[src/rtl/core/tcw_pkg.sv]
// ----------------------------------------------------------------------------
// tcw_pkg: shared types and constants of the text console cell writer
// Screen geometry, command codes, control codes and the command/status
// structs passed between the controller and the datapath.
// ----------------------------------------------------------------------------
package tcw_pkg;

   // Screen geometry (both dimensions powers of two in this build)
   localparam int ROWS      = 32;
   localparam int COLS_N    = 128;
   localparam int ROW_W     = 5;
   localparam int COL_W     = 7;
   localparam int CHAR_W    = 8;
   localparam int OP_W      = 3;
   localparam int DEPTH     = ROWS * COLS_N;
   localparam int ADDR_W    = $clog2(DEPTH);

   // Command codes
   localparam logic [OP_W-1:0] OP_PUT    = 3'd0;
   localparam logic [OP_W-1:0] OP_MOVE   = 3'd1;
   localparam logic [OP_W-1:0] OP_READ   = 3'd2;
   localparam logic [OP_W-1:0] OP_ERASE  = 3'd3;
   localparam logic [OP_W-1:0] OP_CLREOL = 3'd4;
   localparam logic [OP_W-1:0] OP_CLRBOT = 3'd5;

   // Character codes
   localparam logic [CHAR_W-1:0] CH_SPACE     = 8'h20;
   localparam logic [CHAR_W-1:0] CH_TAB       = 8'd9;
   localparam logic [CHAR_W-1:0] CH_NEWLINE   = 8'd10;
   localparam logic [CHAR_W-1:0] CH_BACKSPACE = 8'd8;
   localparam logic [CHAR_W-1:0] CH_ZERO      = 8'h00;

   localparam int TAB_SPAN = 8;
   localparam int TAB_MASK = 7;

   // Controller states
   typedef enum logic [2:0] {
      ST_INIT,
      ST_IDLE,
      ST_READ,
      ST_SWEEP
   } state_type;

   // How a request is carried out
   typedef enum logic [1:0] {
      CLS_IMM,
      CLS_READ,
      CLS_SWEEP,
      CLS_NEWLINE
   } cls_type;

   // Controller to datapath
   typedef struct packed {
      logic apply_imm;
      logic sweep_start;
      logic sweep_step;
      logic load_read;
      logic load_sweep;
      logic nl_advance;
   } cmd_type;

   // Datapath to controller
   typedef struct packed {
      logic sweep_last;
   } sts_type;

   // Sort a request by the work it needs
   function automatic cls_type op_class(input logic [OP_W-1:0] op,
                                        input logic [CHAR_W-1:0] ch);
      cls_type cls;
      case (op)
         OP_PUT:    cls = (ch == CH_NEWLINE) ? CLS_NEWLINE : CLS_IMM;
         OP_READ:   cls = CLS_READ;
         OP_ERASE:  cls = CLS_SWEEP;
         OP_CLREOL: cls = CLS_SWEEP;
         OP_CLRBOT: cls = CLS_SWEEP;
         default:   cls = CLS_IMM;
      endcase
      return cls;
   endfunction

endpackage

[src/rtl/core/tcw_ctrl.sv]
// ----------------------------------------------------------------------------
// tcw_ctrl: request sequencer of the text console cell writer
// Runs the start-up clearing pass, takes requests, steps fill sweeps and
// owns the valid flag of the result register.
// ----------------------------------------------------------------------------
module tcw_ctrl (
   input  logic                      clock,
   input  logic                      reset,
   input  logic                      req_valid,
   output logic                      req_ready,
   input  logic [tcw_pkg::OP_W-1:0]  req_op,
   input  logic [tcw_pkg::CHAR_W-1:0] req_char_code,
   output logic                      rsp_valid,
   input  logic                      rsp_ready,
   input  tcw_pkg::sts_type          sts,
   output tcw_pkg::cmd_type          cmd
);
   import tcw_pkg::*;

   state_type state_ff, state_in;
   logic      rsp_valid_ff, rsp_valid_in;
   logic      pend_nl_ff, pend_nl_in;
   logic      accept;
   cls_type   cls;

   assign cls = op_class(req_op, req_char_code);

   // Next state
   always_comb begin
      state_in = state_ff;
      case (state_ff)
         ST_INIT: begin
            if (sts.sweep_last) state_in = ST_IDLE;
         end
         ST_IDLE: begin
            if (accept) begin
               case (cls)
                  CLS_READ:    state_in = ST_READ;
                  CLS_SWEEP:   state_in = ST_SWEEP;
                  CLS_NEWLINE: state_in = ST_SWEEP;
                  default:     state_in = ST_IDLE;
               endcase
            end
         end
         ST_READ:  state_in = ST_IDLE;
         ST_SWEEP: begin
            if (sts.sweep_last) state_in = ST_IDLE;
         end
         default:  state_in = ST_INIT;
      endcase
   end

   // Outputs and commands
   always_comb begin
      cmd       = '0;
      req_ready = 1'b0;
      accept    = 1'b0;
      case (state_ff)
         ST_INIT: begin
            cmd.sweep_step = 1'b1;
         end
         ST_IDLE: begin
            req_ready = !rsp_valid_ff || rsp_ready;
            accept    = req_valid && req_ready;
            if (accept) begin
               cmd.apply_imm   = (cls == CLS_IMM);
               cmd.sweep_start = (cls == CLS_SWEEP) || (cls == CLS_NEWLINE);
            end
         end
         ST_READ: begin
            cmd.load_read = 1'b1;
         end
         ST_SWEEP: begin
            cmd.sweep_step = 1'b1;
            if (sts.sweep_last) begin
               cmd.load_sweep = 1'b1;
               cmd.nl_advance = pend_nl_ff;
            end
         end
         default: begin
            cmd = '0;
         end
      endcase
   end

   // Result valid: set on load, drop when taken
   always_comb begin
      rsp_valid_in = rsp_valid_ff;
      if (rsp_valid_ff && rsp_ready) rsp_valid_in = 1'b0;
      if (cmd.apply_imm || cmd.load_read || cmd.load_sweep) rsp_valid_in = 1'b1;
      pend_nl_in = pend_nl_ff;
      if (accept) pend_nl_in = (cls == CLS_NEWLINE);
   end

   always_ff @(posedge clock) begin
      if (reset) begin
         state_ff     <= ST_INIT;
         rsp_valid_ff <= 1'b0;
         pend_nl_ff   <= 1'b0;
      end else begin
         state_ff     <= state_in;
         rsp_valid_ff <= rsp_valid_in;
         pend_nl_ff   <= pend_nl_in;
      end
   end

   assign rsp_valid = rsp_valid_ff;

endmodule

[config.mk]
export PLATFORM = sky130hd
export DESIGN_NAME = tcw_ctrl
export DESIGN_NICKNAME = d
export VERILOG_FILES = /design/src/rtl/core/tcw_pkg.sv /design/src/rtl/core/tcw_ctrl.sv
export SDC_FILE = /design/constraint.sdc
export NUM_CORES = 1
export LEC_CHECK = 0
export BUFFER_PORTS_ARGS = -buffer_cell sky130_fd_sc_hd__buf_4
export CORE_MARGIN = 4
export CORE_UTILIZATION = 25
export DETAILED_ROUTE_END_ITERATION = 16
export GPL_TIMING_DRIVEN = 0
export RECOVER_POWER = 100
export SLEW_MARGIN = 10
export SYNTH_ARGS = -nofsm -noshare
export SYNTH_HDL_FRONTEND = slang
export SYNTH_SLANG_ARGS = --single-unit
export TNS_END_PERCENT = 30
[constraint.sdc]
create_clock -name clock -period 3.05 [get_ports clock]
set_input_delay 0.7625 -clock clock [delete_from_list [all_inputs] [get_ports clock]]
set_output_delay 0.7625 -clock clock [all_outputs]
set_load 0.05 [all_outputs]
==> summary.txt <==
Min path
  • Hold Path Depth: 1
  • Hold Crit Class: flop to flop

Timing
  • Setup tns final: 0 ns
  • Slew margin rel.: 0.6007
  • Clk_skew: 0.003153 ns
  • Final hold viol count: 0
  • Final hold slack: just over 0.5 ns
  • Minimum clock period: 2.768 ns
  • Slew of the pin with the lowest slew margin: 0.6015 ns
  • Final-report max-slew violation count: 0
  • Final worst slack: 0.2824 ns
  • Endpoints failing setup: 0
  • Final Cycle Share: 0.9074
  • Fmax: 0.3613 GHz
  • Unrepaired setup endpoints after global routing: false

Critical path
  • Crit path kind: input port to primary output
  • Critical Path RT: 2.29 ns
  • Reg2reg path depth: 6
  • CP Launch Type: input port
  • Setup crit end kind: primary output
  • Arrival time worst endpoint: 2.01 ns
  • Critical path fanouts, max: 5

Clock network
  • Hold buffers post-CTS: 0
  • Total CTS buffers: 3
  • H-tree depth: 1
  • CTS-repair resized insts: 0
  • Clock-pin transition on the worst setup and hold timing paths: ~0.030 ns
  • CTS tree: yes
  • Post-CTS Setup Bufs: 0
  • Clock tree buffer depth: 2
  • Sink Count: 4
  • Root buffer cell: clkbuf_4
  • Skew-Pair Late Insertion Delay: 0.23 ns

Logic synthesis
  • Post-synth top cells: dfxtp_1, inv_1, nand2b_1
  • Synthesized cell area: about 330 µm²
  • Share of synthesized flip-flops with an asynchronous set or reset: 0
  • Register area share after synthesis: 0.2415
  • Post-synth EDFFs: 0
  • Average size of a mapped cell: around 8.5 µm²
  • Post-synth top area share: 0.2415
  • Yosys cell types: 25
  • Yosys reg bits: 4
  • Synthesized instance count: 39
  • Top FF cell, synth: dfxtp_1
  • Syn_nets: between 50 and 60
  • Ys Warns: 0
  • Synth area leader: dfxtp_1
  • Area contributors post-synth: dfxtp_1, ha_1, nand2b_1

Routing
  • Routed vias: 380
  • Drt drc: 0
  • Final ANT Viol Nets: 0
  • Initial detailed-routing violation count: 5
  • Vias per Instance: 4.810
  • Total wire length: 966 µm
  • Wirelength per Cell: 12.23 µm
  • DRT Pass-1 Iters: 4

Final layout
  • # diodes: 0
  • Area Overhead vs Synth: 53.58%
  • Net count, final: 86
  • Final Cell Area: 509.2 µm²
  • Share of cells above drive strength 1: 0.3077

Pwr
  • PnR Total Power: about 200 µW
  • Power density cells: 382.1 nW/µm²
  • Peak VDD IR: 0.0001855 V
  • Pleak: 0.2366 nW

GRT
  • GRT Total Usage: 0.1103
  • Met3 Track Usage GR: 0.04878
  • Met2 Use GR: 0.1599
  • Grt ovf: 0
  • Number of antenna violations at the first check in global routing: 0
  • Largest net degree at the start of global routing: 7
  • GRT met1 Usage: 0.1446
  • Vias in the first global route: between 300 and 400
  • First-pass GRT wire length: 1.600 mm
  • GRT Max-Usage Layer: met2

Floorplan
  • Die H: between 40 and 50 µm
  • Row count: 12
  • Initial Util: 0.2831
  • IO Count: 24
  • Core Region: 1171 µm²
  • Die area: 1973 µm²
  • Die width: 44.42 µm

Placed design
  • DP Area: about 520 µm²
  • Post-place setup slack: about 0.43 ns
  • Detailed Place HPWL: 801.6 µm
  • Final weighted congestion in routability-driven placement: 0.6722
  • # port buffers: 23

Status
  • Status: complete, no violations

Run
  • MaxCap Viol Count: 0
## worst max-delay path: stages
cell and delay (ns):
clkbuf_4 0.09, nand2b_1 0.18, nand3_1 0.18, nor3_1 0.29, clkbuf_1 0.50
## flip-flops by register name, indices dropped and copies added, names as in the netlist
| register | cells |
|---|---|
| state_ff | 2 |
| pend_nl_ff | 1 |
| rsp_valid | 1 |
## cells by family (layout without fill, tap and decap cells)
kind of cell | count (synthesis) | in the layout | share of synthesized area
DFF | 4 | 4 | 0.2415
buffers and inverters | 4 | 30 | 0.04527
xor gates and xnor gates | 1 | 1 | 0.02642
AOI/OAI and AO/OA | 8 | 8 | 0.1774
and+or+nand+nor | 19 | 19 | 0.3962
adders and majority gates | 3 | 3 | 0.1132
## cells in the final DEF (no fill, tap or decap)
| cell | n |
|---|---|
| a22oi_1 | 1 |
| a21oi_1 | 2 |
| nor4b_2 | 1 |
| nand3_1 | 1 |
| nand2b_1 | 4 |
| ha_1 | 3 |
| nor2_1 | 1 |
| nand3b_1 | 1 |
| and4b_1 | 1 |
| o21bai_1 | 1 |
| and2b_1 | 1 |
| clkbuf_4 | 4 |
| clkbuf_1 | 7 |
| a32o_1 | 1 |
| nor3_1 | 2 |
| nand2_1 | 2 |
| clkbuf_2 | 1 |
| buf_4 | 14 |
| dfxtp_1 | 4 |
| xor2_1 | 1 |
| and3_1 | 1 |
| and2_1 | 2 |
| a211oi_1 | 1 |
| o31a_1 | 1 |
| and4_1 | 1 |
| inv_1 | 4 |
| o211ai_1 | 1 |
| nor4_1 | 1 |
## layout make-up
cell class / instances / area [µm²]
Multi-Input combinational cell: 31 / 230.2
Clock buffer: 3 / 22.52
Timing Repair Buffer: 23 / 143.9
Fill cell: 138 / 661.9
Inverter: 4 / 15.01
Tap cell: 14 / 17.52
Sequential cell: 4 / 80.08
## layer usage
metal / routed length (µm) / vias up
li1: - / 194
met1: 418 / 176
met2: 480 / 10
met3: 67 / 0
met4: 0 / 0
met5: 0 / -
## report_power, final
group	internal, mW	total [mW]	switching, mW
clock network	0.0439	0.0644	0.0205
logic	0.0265	0.0721	0.0456
registers	0.0557	0.0581	0.00237
total	0.126	0.195	0.0684
## final timing paths
check                                                 to                startpoint  slack, ns
worst min-delay path             pend_nl_ff$_SDFFE_PP0P_   pend_nl_ff$_SDFFE_PP0P_       0.51
worst max register to register  state_ff[1]$_SDFFE_PP0P_  state_ff[0]$_SDFFE_PP0P_       1.67
worst min register to register   pend_nl_ff$_SDFFE_PP0P_   pend_nl_ff$_SDFFE_PP0P_       0.51
worst max-delay path                              cmd[5]                 rsp_ready       0.28
## per-stage QoR
stage                     cells    util
after global placement       76  0.4455
after floorplan              39       -
after detailed placement     76  0.4455
after global routing         79  0.4348
after CTS                    79  0.4647
final                        79  0.4348
Power figures use the tool's default switching activity.
